--- src/rtl/acir_pkg.sv ---
package acir_pkg;

  localparam int unsigned CfgWidth  = 16;
  localparam int unsigned NumRegs   = 6;
  localparam int unsigned FrameBits = 64;
  localparam int unsigned SegWidth  = 8;

  localparam logic [FrameBits-1:0] BaseWord = 64'h1090_0000_2C2A_5584;
  localparam logic [7:0] TempMin = 8'd16;
  localparam logic [7:0] TempMax = 8'd30;

  localparam logic [SegWidth-1:0] SegHdrMark  = 8'd0;
  localparam logic [SegWidth-1:0] SegHdrSpace = 8'd1;
  localparam logic [SegWidth-1:0] SegFirstBit = 8'd3;
  localparam logic [SegWidth-1:0] SegLast     = 8'd131;

  typedef enum logic {
    OP_TICK  = 1'b0,
    OP_START = 1'b1
  } opcode_t;

  typedef enum logic [2:0] {
    REG_HDR_MARK    = 3'd0,
    REG_HDR_SPACE   = 3'd1,
    REG_BIT_MARK    = 3'd2,
    REG_ONE_SPACE   = 3'd3,
    REG_ZERO_SPACE  = 3'd4,
    REG_TRAILER_GAP = 3'd5
  } cfg_reg_t;

  localparam logic [2:0] ModeHeat = 3'd0;
  localparam logic [2:0] ModeFan  = 3'd2;
  localparam logic [1:0] BitsHeat = 2'd1;
  localparam logic [1:0] BitsCool = 2'd2;
  localparam logic [1:0] BitsFan  = 2'd3;

  typedef logic [CfgWidth-1:0] cfg_word_t;
  typedef cfg_word_t [NumRegs-1:0] cfg_bank_t;

  typedef struct packed {
    logic                 start;
    logic [7:0]           set_temperature;
    logic [2:0]           ac_mode_code;
    logic [1:0]           fan_level;
    logic                 vertical_swing;
    logic                 power_enable;
  } item_t;

  typedef struct packed {
    logic                 led_on;
    logic                 busy_res;
    logic                 frame_end;
    logic [FrameBits-1:0] frame_word;
  } result_t;

endpackage

--- src/rtl/acir_if.sv ---
interface acir_in_if;
  logic       valid;
  logic       ready;
  logic       opcode;
  logic [7:0] set_temperature;
  logic [2:0] ac_mode_code;
  logic [1:0] fan_level;
  logic       vertical_swing;
  logic       power_enable;

  modport source (
    output valid, opcode, set_temperature, ac_mode_code, fan_level,
           vertical_swing, power_enable,
    input  ready
  );
  modport sink (
    input  valid, opcode, set_temperature, ac_mode_code, fan_level,
           vertical_swing, power_enable,
    output ready
  );
endinterface

interface acir_out_if;
  logic        valid;
  logic        ready;
  logic        led_on;
  logic        busy_res;
  logic        frame_end;
  logic [63:0] frame_word;

  modport source (
    output valid, led_on, busy_res, frame_end, frame_word,
    input  ready
  );
  modport sink (
    input  valid, led_on, busy_res, frame_end, frame_word,
    output ready
  );
endinterface

--- src/rtl/ac_ir_frame_transmitter.sv ---
// IR frame transmitter for a 64-bit air-conditioner remote frame.
// in_ch carries items: opcode start builds the frame from temperature, mode,
// fan, swing and power (ignored while a frame is in progress); opcode tick is
// one microsecond of envelope time. Every item gives exactly one result on
// out_ch: led_on for a mark tick, busy_res, frame_end on the last gap tick,
// and the stored frame word.
// The envelope is 132 segments: header mark and space, a mark plus a one or
// zero space per bit (LSB first), a trailing mark and the trailer gap. Segment
// lengths come from six 16-bit registers on the cfg_we/cfg_index/cfg_wdata
// port; write them only while idle. Writes to indexes above 5 are dropped.
// The result register loads at the edge that accepts the item. Throughput is
// one item per cycle while the receiver takes each result, set by the single
// result register; in_ch.ready is high whenever that register is empty or
// being taken in the same cycle, so a stalled receiver holds back one result
// and then stops the input side.
// Reset (rst, synchronous) restores the default lengths, clears the frame,
// goes idle and empties the result register.
module ac_ir_frame_transmitter (
  input  logic                       clk,
  input  logic                       rst,
  acir_in_if.sink                    in_ch,
  acir_out_if.source                 out_ch,
  input  logic                       cfg_we,
  input  logic [2:0]                 cfg_index,
  input  logic [acir_pkg::CfgWidth-1:0] cfg_wdata
);
  import acir_pkg::*;

  cfg_bank_t            cfg;
  item_t                item;
  logic [FrameBits-1:0] frame_new;
  result_t              res;
  logic                 sending;
  logic                 accept;

  assign in_ch.ready = !out_ch.valid || out_ch.ready;
  assign accept      = in_ch.valid && in_ch.ready;

  always_comb begin
    item.start           = (in_ch.opcode == OP_START);
    item.set_temperature = in_ch.set_temperature;
    item.ac_mode_code    = in_ch.ac_mode_code;
    item.fan_level       = in_ch.fan_level;
    item.vertical_swing  = in_ch.vertical_swing;
    item.power_enable    = in_ch.power_enable;
  end

  always_ff @(posedge clk) begin
    if (rst) begin
      cfg[REG_HDR_MARK]    <= 16'd8940;
      cfg[REG_HDR_SPACE]   <= 16'd4556;
      cfg[REG_BIT_MARK]    <= 16'd503;
      cfg[REG_ONE_SPACE]   <= 16'd1736;
      cfg[REG_ZERO_SPACE]  <= 16'd615;
      cfg[REG_TRAILER_GAP] <= 16'd30000;
    end else if (cfg_we && (cfg_index <= REG_TRAILER_GAP)) begin
      cfg[cfg_index] <= cfg_wdata;
    end
  end

  acir_framer u_framer (
    .item  (item),
    .frame (frame_new)
  );

  acir_seq u_seq (
    .clk       (clk),
    .rst       (rst),
    .en        (accept),
    .item      (item),
    .frame_new (frame_new),
    .cfg       (cfg),
    .res       (res),
    .sending   (sending)
  );

  always_ff @(posedge clk) begin
    if (rst) begin
      out_ch.valid <= 1'b0;
    end else if (accept) begin
      out_ch.valid <= 1'b1;
    end else if (out_ch.ready) begin
      out_ch.valid <= 1'b0;
    end
  end

  always_ff @(posedge clk) begin
    if (accept) begin
      out_ch.led_on     <= res.led_on;
      out_ch.busy_res   <= res.busy_res;
      out_ch.frame_end  <= res.frame_end;
      out_ch.frame_word <= res.frame_word;
    end
  end

  a_end_is_idle: assert property (@(posedge clk) disable iff (rst)
    out_ch.valid && out_ch.frame_end |-> !out_ch.busy_res)
    else $error("frame_end reported while still busy");

  a_start_taken: assert property (@(posedge clk) disable iff (rst)
    accept && item.start && !sending |=>
      out_ch.busy_res && !out_ch.frame_end && !out_ch.led_on)
    else $error("start from idle did not begin a frame");

  a_idle_tick_dark: assert property (@(posedge clk) disable iff (rst)
    accept && !item.start && !sending |=> !out_ch.led_on && !out_ch.busy_res)
    else $error("tick while idle lit the LED or went busy");

  a_frame_held: assert property (@(posedge clk) disable iff (rst)
    accept && sending |=> out_ch.frame_word == $past(res.frame_word))
    else $error("result frame word differs from the held frame");

endmodule

--- src/rtl/acir_framer.sv ---
module acir_framer (
  input  acir_pkg::item_t                   item,
  output logic [acir_pkg::FrameBits-1:0]    frame
);
  import acir_pkg::*;

  logic [7:0]           temp_clamped;
  logic [7:0]           temp_off;
  logic [1:0]           mode_bits;
  logic [FrameBits-1:0] w;
  logic [3:0]           sum_lo;
  logic [3:0]           sum_hi;

  always_comb begin
    if (item.set_temperature < TempMin) begin
      temp_clamped = TempMin;
    end else if (item.set_temperature > TempMax) begin
      temp_clamped = TempMax;
    end else begin
      temp_clamped = item.set_temperature;
    end
    temp_off = temp_clamped - TempMin;

    if (item.ac_mode_code == ModeHeat) begin
      mode_bits = BitsHeat;
    end else if (item.ac_mode_code == ModeFan) begin
      mode_bits = BitsFan;
    end else begin
      mode_bits = BitsCool;
    end

    w          = BaseWord;
    w[31:16]   = '0;
    w[21:20]   = mode_bits;
    w[23:22]   = item.fan_level;
    w[27:24]   = temp_off[3:0];
    w[29]      = item.vertical_swing;
    w[36]      = item.power_enable;

    // checksum over the eleven nibbles at bits 20..63, as partial sums of six and five nibbles
    sum_lo = '0;
    for (int k = 0; k < 6; k++) begin
      sum_lo = sum_lo + w[20 + 4*k +: 4];
    end
    sum_hi = '0;
    for (int k = 6; k < 11; k++) begin
      sum_hi = sum_hi + w[20 + 4*k +: 4];
    end
    w[19:16] = sum_lo + sum_hi;

    frame = w;
  end

endmodule

--- src/rtl/acir_seq.sv ---
module acir_seq (
  input  logic                              clk,
  input  logic                              rst,
  input  logic                              en,
  input  acir_pkg::item_t                   item,
  input  logic [acir_pkg::FrameBits-1:0]    frame_new,
  input  acir_pkg::cfg_bank_t               cfg,
  output acir_pkg::result_t                 res,
  output logic                              sending
);
  import acir_pkg::*;

  logic [FrameBits-1:0] frame_reg;
  logic [FrameBits-1:0] frame_reg_next;
  logic [SegWidth-1:0]  segment_index;
  logic [SegWidth-1:0]  segment_index_next;
  logic [CfgWidth-1:0]  ticks_left;
  logic [CfgWidth-1:0]  ticks_left_next;
  logic                 sending_next;
  logic                 led;
  logic                 fend;
  logic [SegWidth-1:0]  seg_inc;
  logic [SegWidth-1:0]  bit_off;
  logic [CfgWidth-1:0]  seg_len;

  // length of the segment that follows the current one
  always_comb begin
    seg_inc = segment_index + 1'b1;
    bit_off = seg_inc - SegFirstBit;
    if (seg_inc == SegHdrSpace) begin
      seg_len = cfg[REG_HDR_SPACE];
    end else if (seg_inc == SegLast) begin
      seg_len = cfg[REG_TRAILER_GAP];
    end else if (!seg_inc[0]) begin
      seg_len = cfg[REG_BIT_MARK];
    end else if (frame_reg[bit_off[6:1]]) begin
      seg_len = cfg[REG_ONE_SPACE];
    end else begin
      seg_len = cfg[REG_ZERO_SPACE];
    end
  end

  always_comb begin
    frame_reg_next     = frame_reg;
    segment_index_next = segment_index;
    ticks_left_next    = ticks_left;
    sending_next       = sending;
    led                = 1'b0;
    fend               = 1'b0;
    if (item.start) begin
      if (!sending) begin
        frame_reg_next     = frame_new;
        segment_index_next = SegHdrMark;
        ticks_left_next    = cfg[REG_HDR_MARK];
        sending_next       = 1'b1;
      end
    end else if (sending) begin
      led = ~segment_index[0];
      // a length of zero counts as one tick
      if (ticks_left <= 16'd1) begin
        if (segment_index == SegLast) begin
          sending_next       = 1'b0;
          segment_index_next = SegHdrMark;
          ticks_left_next    = '0;
          fend               = 1'b1;
        end else begin
          segment_index_next = seg_inc;
          ticks_left_next    = seg_len;
        end
      end else begin
        ticks_left_next = ticks_left - 1'b1;
      end
    end
  end

  always_comb begin
    res.led_on     = led;
    res.busy_res   = sending_next;
    res.frame_end  = fend;
    res.frame_word = frame_reg_next;
  end

  always_ff @(posedge clk) begin
    if (rst) begin
      frame_reg     <= '0;
      segment_index <= '0;
      ticks_left    <= '0;
      sending       <= 1'b0;
    end else if (en) begin
      frame_reg     <= frame_reg_next;
      segment_index <= segment_index_next;
      ticks_left    <= ticks_left_next;
      sending       <= sending_next;
    end
  end

endmodule
--- src/flat_wrapper.sv ---
// flat-port wrapper written by rule: the top's interface ports become plain ports
module ac_ir_frame_transmitter_flat import acir_pkg::*;
  (clk, rst, cfg_we, cfg_index, cfg_wdata, in_ch_valid, in_ch_opcode, in_ch_set_temperature, in_ch_ac_mode_code, in_ch_fan_level, in_ch_vertical_swing, in_ch_power_enable, in_ch_ready, out_ch_valid, out_ch_led_on, out_ch_busy_res, out_ch_frame_end, out_ch_frame_word, out_ch_ready);
  acir_in_if in_ch_i ();
  acir_out_if out_ch_i ();
  input  logic clk;
  input  logic rst;
  input  logic cfg_we;
  input  logic [2:0] cfg_index;
  input  logic [acir_pkg::CfgWidth-1:0] cfg_wdata;
  input wire logic [$bits(in_ch_i.valid)-1:0] in_ch_valid;
  input wire logic [$bits(in_ch_i.opcode)-1:0] in_ch_opcode;
  input wire logic [$bits(in_ch_i.set_temperature)-1:0] in_ch_set_temperature;
  input wire logic [$bits(in_ch_i.ac_mode_code)-1:0] in_ch_ac_mode_code;
  input wire logic [$bits(in_ch_i.fan_level)-1:0] in_ch_fan_level;
  input wire logic [$bits(in_ch_i.vertical_swing)-1:0] in_ch_vertical_swing;
  input wire logic [$bits(in_ch_i.power_enable)-1:0] in_ch_power_enable;
  output wire logic [$bits(in_ch_i.ready)-1:0] in_ch_ready;
  output wire logic [$bits(out_ch_i.valid)-1:0] out_ch_valid;
  output wire logic [$bits(out_ch_i.led_on)-1:0] out_ch_led_on;
  output wire logic [$bits(out_ch_i.busy_res)-1:0] out_ch_busy_res;
  output wire logic [$bits(out_ch_i.frame_end)-1:0] out_ch_frame_end;
  output wire logic [$bits(out_ch_i.frame_word)-1:0] out_ch_frame_word;
  input wire logic [$bits(out_ch_i.ready)-1:0] out_ch_ready;
  assign in_ch_i.valid = in_ch_valid;
  assign in_ch_i.opcode = in_ch_opcode;
  assign in_ch_i.set_temperature = in_ch_set_temperature;
  assign in_ch_i.ac_mode_code = in_ch_ac_mode_code;
  assign in_ch_i.fan_level = in_ch_fan_level;
  assign in_ch_i.vertical_swing = in_ch_vertical_swing;
  assign in_ch_i.power_enable = in_ch_power_enable;
  assign in_ch_ready = in_ch_i.ready;
  assign out_ch_valid = out_ch_i.valid;
  assign out_ch_led_on = out_ch_i.led_on;
  assign out_ch_busy_res = out_ch_i.busy_res;
  assign out_ch_frame_end = out_ch_i.frame_end;
  assign out_ch_frame_word = out_ch_i.frame_word;
  assign out_ch_i.ready = out_ch_ready;
  ac_ir_frame_transmitter u_core (.clk(clk), .rst(rst), .in_ch(in_ch_i), .out_ch(out_ch_i), .cfg_we(cfg_we), .cfg_index(cfg_index), .cfg_wdata(cfg_wdata));
endmodule
--- config.mk ---
export PLATFORM = sky130hd
export DESIGN_NAME = ac_ir_frame_transmitter_flat
export DESIGN_NICKNAME = d
export VERILOG_FILES = /design/src/rtl/acir_pkg.sv /design/src/rtl/acir_if.sv /design/src/rtl/ac_ir_frame_transmitter.sv /design/src/rtl/acir_framer.sv /design/src/rtl/acir_seq.sv /design/src/flat_wrapper.sv
export SDC_FILE = /design/constraint.sdc
export NUM_CORES = 1
export LEC_CHECK = 0
export BUFFER_PORTS_ARGS = -buffer_cell sky130_fd_sc_hd__clkbuf_2
export CORE_MARGIN = 4
export CORE_UTILIZATION = 40
export DETAILED_ROUTE_END_ITERATION = 8
export PLACE_DENSITY_LB_ADDON = 0.05
export SYNTH_ARGS = -nofsm -noshare
export SYNTH_HDL_FRONTEND = slang
export SYNTH_SLANG_ARGS = --single-unit
export TNS_END_PERCENT = 5
--- constraint.sdc ---
create_clock -name clk -period 4.55 [get_ports clk]
set_input_delay 0.2275 -clock clk [delete_from_list [all_inputs] [get_ports clk]]
set_output_delay 0.2275 -clock clk [all_outputs]
set_load 0.02 [all_outputs]
==> results.yml, run 1 <==
synth:
  netlist_instances: 1362
  yosys_warnings: 0
  ys_seq_area_frac: 0.470
  netlist_area_um2: 12200
  ys.flop_type: "dfxtp_1"
  ys_async_sr_fraction: 0
  yosys-top-cells-area: "dfxtp_1, edfxtp_1, nand2_1"
  synth.distinct_cells: 76
  syn_avg_cell_area_um2: 8.97
  yosys_register_bits: 253
  synth_top_cell_area_share: 0.305
  synth_top_area_cell: "dfxtp_1"
  synth-edff-count: 67
  syn_nets: 1416
final_layout:
  fillCellCount: 2885
  layout.nets: 1501
  layout_commonest_cell: "nand2_1"
  multi_input_area_um2: 5990
  utilization: 0.476
  largest_register_ffs: 96
  diodes: 0
  syn_to_final_growth_pct: 16.5
  seqCellArea_um2: 5740
  drive_gt1_frac: 0.158
  final_cell_mix: "nand2_1, dfxtp_1, clkbuf_2"
setup_path:
  reg2reg_depth: 9
  path_cells: "ha_1 -> xnor2_2 -> xnor2_4 -> nor4_1 -> or4_4 -> o211ai_4 -> a21boi_0 -> a311oi_1 -> o41ai_2"
  cp_num_buf_inv: 0
  slowest_stage: "o211ai_4"
  critical_path_class: "reg -> reg"
  cp_max_fo: 27
  crit_required_ps: 4970
  crit_start: "u_core.u_seq.segment_index[0]"
  crit_path_max_incr_delay_ps: 680
  r2r_slack_ps: 450
  end_kind: "flop"
  critPathTopFamily: "compound AO/OA/AOI/OAI gates"
  r2r-start: "u_core.u_seq.segment_index[0]"
  startpoint_type: "flop"
  r2r-end: "u_core.u_seq.ticks_left[4]"
  cp.arrival_ps: 4520
detailed_routing:
  final_antenna_net_count: 0
  drtIter0Drc: 514
  viasPerCell: 5.43
  routed_wl_um: 34700
  num_vias: 10100
  drt-pass1-iter-count: 5
  drc: 0
  wl_per_cell_um: 18.7
worst_hold_path:
  worstHoldStart: "cfg_wdata[11]"
  hp-class: "in -> reg"
  worstHoldPathCells: 3
  hold_path_end: "u_core.cfg[91]"
timing:
  final_max_slew_viol_count: 0
  fin_skew_ps: 20.8
  relSlewSlack: 0.328
  setup_tns_ps: 0
  rsz0062_at_grt: "false"
  fin_crit_ps: 4100
  max_freq_ghz: 0.244
  period_share: 0.902
  finalSetupViolations: 0
  finalHoldViolCount: 0
  tightest_slew_ps: 1000
die:
  rows: 63
  die_x_um: 183
  die_area_um2: 33400
  die_h_um: 183
  start_util: 0.409
  io_pins: 109
  core_um2: 29900
pwr:
  intPower_mw: 4.21
  switchingPower_mw: 1.54
  ir_worst_vdd_mv: 0.279
  clock_power_share: 0.425
  p_sw_frac: 0.268
  p_comb_frac: 0.145
  p_seq_frac: 0.430
  finalPower_mw: 5.75
  powerDensity_nw_per_um2: 404
  p_leak_nw: 5.50
global_routing:
  grt_pass1_wl_um: 55200
  grt_max_degree: 85
  grt_overflow: 0
  first_global_vias: 9607
  grt_usage: 0.203
  antenna_found_initial: 0
placed_design:
  io_buffer_count: 108
  dp.final_hpwl_um: 23700
  gp_congestion: 0.856
clock_network:
  clock_path_buffers: 3
  clk_pin_slew_worst_paths_ps: 60
  clockRootBuffer: "clkbuf_16"
  cts_max_level: 1
  cts_made_buffers: 28
  clk_latency_ps: 550
  cts_sinks: 253
  cts_tree: "yes"
run:
  max_cap_viol_count: 0
status:
  status: "complete, no violations"
## layout make-up
cell class	count	area share
clock buffers	41	0.0591
clock inverters	10	0.0120
inverters	21	0.00554
multi-input cells	990	0.421
flip-flops and latches	253	0.403
well taps	390	0.0343
repair buffers	153	0.0654
## worst max path at each step
stage	depth (start not counted)	slack, ps	endpoint
floorplan	9	0.8	u_core.u_seq.ticks_left[2]
global placement	9	450	u_core.u_seq.ticks_left[8]
detailed placement	9	300	u_core.u_seq.ticks_left[4]
CTS	9	250	u_core.u_seq.ticks_left[4]
global route	9	130	u_core.u_seq.ticks_left[9]
finish	9	450	u_core.u_seq.ticks_left[4]
## tightest hold or removal path, delay by kind of cell
family,cells,cell delay [ps]
compound gates,1,50
simple gates,1,80
buf+inv,1,160
## through the flow
step	instance area (µm²)	hold WS, ps	cells	setup WS (ps)
CTS	14200	14.4	1858	247
floorplan	12200	348	1362	0.836
global route	14200	21.3	1858	129
global placement	13000	440	1787	446
detailed placement	13000	444	1787	295
finish	14200	31.2	1858	447
## Yosys cell counts (4+ instances only)
library cell	instances
nand3_1	16
buf_4	8
clkbuf_1	68
buf_6	7
o211ai_1	12
a311oi_1	11
a22o_1	8
nand2b_1	25
nor2_1	73
nor4_1	19
edfxtp_1	67
a31oi_1	10
a21boi_0	11
a211oi_1	19
xnor2_1	11
nor3_1	30
a21boi_1	6
o2111ai_1	4
nand4_1	7
mux2_2	5
o41ai_2	11
nor2b_1	10
o21ai_0	37
and2_1	87
inv_1	20
buf_2	12
ha_1	12
nand3b_1	43
a32oi_1	7
o22ai_1	6
a22oi_1	20
a21oi_1	95
a32o_1	5
nand2_1	284
mux2i_1	24
xor2_1	6
o31ai_1	6
and3_1	7
dfxtp_1	186
## power groups by stage
stage	Sequential [mW]	Combinational, mW	Clock (mW)
2_1_floorplan	2.55	0.538	0
3_3_place_gp	2.52	0.819	0
3_5_place_dp	2.52	0.822	0
4_1_cts	2.47	0.839	2.50
5_1_grt	2.48	0.914	2.60
6_report	2.47	0.833	2.44
## kinds of logic after synthesis
kind of cell	count (synthesis)	synth area share
muxes	29	0.0243
DFF	253	0.470
adders and majority gates	14	0.0156
buffers and inverters	119	0.0446
xor gates and xnor gates	21	0.0175
and+or+nand+nor	630	0.257
AOI/OAI and AO/OA	296	0.171
## layer usage
metal	wire [µm]	GRT usage	up-vias
met1	15400	0.270	4805
met3	1400	0.0254	56
met5	0	0	-
li1	-	-	4984
met4	826	0.0516	0
met2	17100	0.351	242
## repair_timing
action	4_1_cts	5_1_grt
hold endpoints to repair	57	0
resized for setup	0	2
hold buffers	20	0
buffers inserted	0	0
endpoints found under the setup margin	0	8
Power figures use the tool's default switching activity.
==> inputs of run 2 (changes only) <==
- REMOVE_ABC_BUFFERS: not set -> 1
==> run 2 against run 1 <==
  * Register-to-register slack better by 210 ps
  * Clock power is 7% lower
  * Count of clock-buffer cells in the layout fell by 2
  * Sequential cell count is the same
  * Setup slack gained 210 ps
  * Wire length down 1.5%
  * Non-clock buffer count is 6 higher
  * Maximum frequency rose by 5.4%
  * Total power down 3.3%
  * Final cell count grew 0.48%
  * Combinational power down 1%
  * Hold slack gained 48 ps
  * Highest routed layer unchanged
==> results.yml, run 2 (same netlist as run 1, synthesis figures left out) <==
die:
  core_um2: 29900
  die_x_um: 183
  start_util: 0.409
  io_pins: 109
  die_area_um2: 33400
  die_h_um: 183
  rows: 63
detailed_routing:
  drtIter0Drc: 635
  routed_wl_um: 34200
  wl_per_cell_um: 18.3
  num_vias: 10100
  drc: 0
  viasPerCell: 5.41
  drt-pass1-iter-count: 4
  final_antenna_net_count: 0
pwr:
  p_leak_nw: 5.49
  powerDensity_nw_per_um2: 392
  ir_worst_vdd_mv: 0.271
  finalPower_mw: 5.56
final_layout:
  layout.nets: 1508
  syn_to_final_growth_pct: 16.2
  drive_gt1_frac: 0.158
  fillCellCount: 2965
  seqCellArea_um2: 5740
  multi_input_area_um2: 5970
  largest_register_ffs: 96
  final_cell_mix: "nand2_1, dfxtp_1, clkbuf_2"
  diodes: 0
  layout_commonest_cell: "nand2_1"
timing:
  finalHoldViolCount: 0
  period_share: 0.855
  fin_crit_ps: 3890
  finalSetupViolations: 0
  setup_tns_ps: 0
  rsz0062_at_grt: "false"
  fin_skew_ps: 15.5
  max_freq_ghz: 0.257
  relSlewSlack: 0.335
  tightest_slew_ps: 993
  final_max_slew_viol_count: 0
global_routing:
  grt_pass1_wl_um: 55000
  first_global_vias: 9725
  antenna_found_initial: 0
  grt_usage: 0.202
  grt_max_degree: 73
  grt_overflow: 0
clock_network:
  clk_latency_ps: 560
  cts.repair.resized: 0
  cts_made_buffers: 29
  clk_pin_slew_worst_paths_ps: 60
  cts_max_level: 1
  clock_path_buffers: 3
  cts_sinks: 253
  cts_setup_buffers: 0
  ctsHoldBuffers: 23
  cts_tree: "yes"
  clockRootBuffer: "clkbuf_16"
status:
  status: "complete, no violations"
setup_path:
  crit_required_ps: 4980
  end_kind: "flop"
  critical_path_class: "reg -> reg"
  cp_max_fo: 28
  startpoint_type: "flop"
  cp.arrival_ps: 4320
worst_hold_path:
  hp-class: "in -> reg"
run:
  max_cap_viol_count: 0
placed_design:
  io_buffer_count: 108
  dp.final_hpwl_um: 23200
  gp_congestion: 0.849
[run 2: changes by cell type in the layout (fill, tap and decap cells not counted), sizes merged]
cell,delta
clkinv,+7
clkinvlp,+1
dlygate4sd3,+3
clkbuf,-2
bufinv,-3
buf,+3
[run 2: metrics by stage]
stage	setup slack (ps)	std cells	utilization	hold slack [ps]	instance area, µm²
floorplan	9.37	1264	-	297	11700
finish	658	1867	0.475	79.7	14200
detailed placement	679	1790	0.436	447	13000
global placement	805	1790	0.436	442	13000
global route	294	1867	0.475	105	14200
CTS	632	1867	0.475	57.0	14200
[run 2: path summary, 6_finish.rpt]
kind / start / endpoint / slack, ps / cells past startpoint
worst max register to register: u_core.u_seq.segment_index[1] / u_core.u_seq.ticks_left[5] / 660 / 11
worst min-delay path: in_ch_ac_mode_code[1] / u_core.u_seq.frame_reg[21] / 80 / 3
worst max-delay path: u_core.u_seq.segment_index[1] / u_core.u_seq.ticks_left[5] / 660 / 11
worst min register to register: u_core.cfg[25] / u_core.cfg[25] / 450 / 2
[run 2: cell type report]
type	instances	share of cell area
multi-input cells	990	0.421
clock buffers	39	0.0573
clock inverters	15	0.00838
flip-flops and latches	253	0.404
repair buffers	159	0.0693
well taps	390	0.0344
inverters	21	0.00556
[run 2: report_power, final]
group          internal, mW  switching [mW]  total, mW  leakage [nW]
Clock                  1.31           0.947       2.26         0.456
Combinational         0.294           0.531      0.825          2.86
Sequential             2.41          0.0642       2.47          2.17
[run 2: critical path: stages, from the launching register on]
cell and delay, ps:
dfxtp_1 340, buf_4 190, ha_1 460, xnor2_2 190
xnor2_2 730, nor4_1 150, or4_4 610, o211ai_4 170
buf_4 320, a21boi_0 150, a311oi_1 330, o41ai_2 100
[run 2: per-layer routing]
metal / share of wire / global-route usage / vias to the layer above
li1: - / - / 4985
met1: 0.46 / 0.280 / 4830
met2: 0.47 / 0.340 / 239
met3: 0.042 / 0.0220 / 45
met4: 0.022 / 0.0468 / 0
met5: 0 / 0 / -
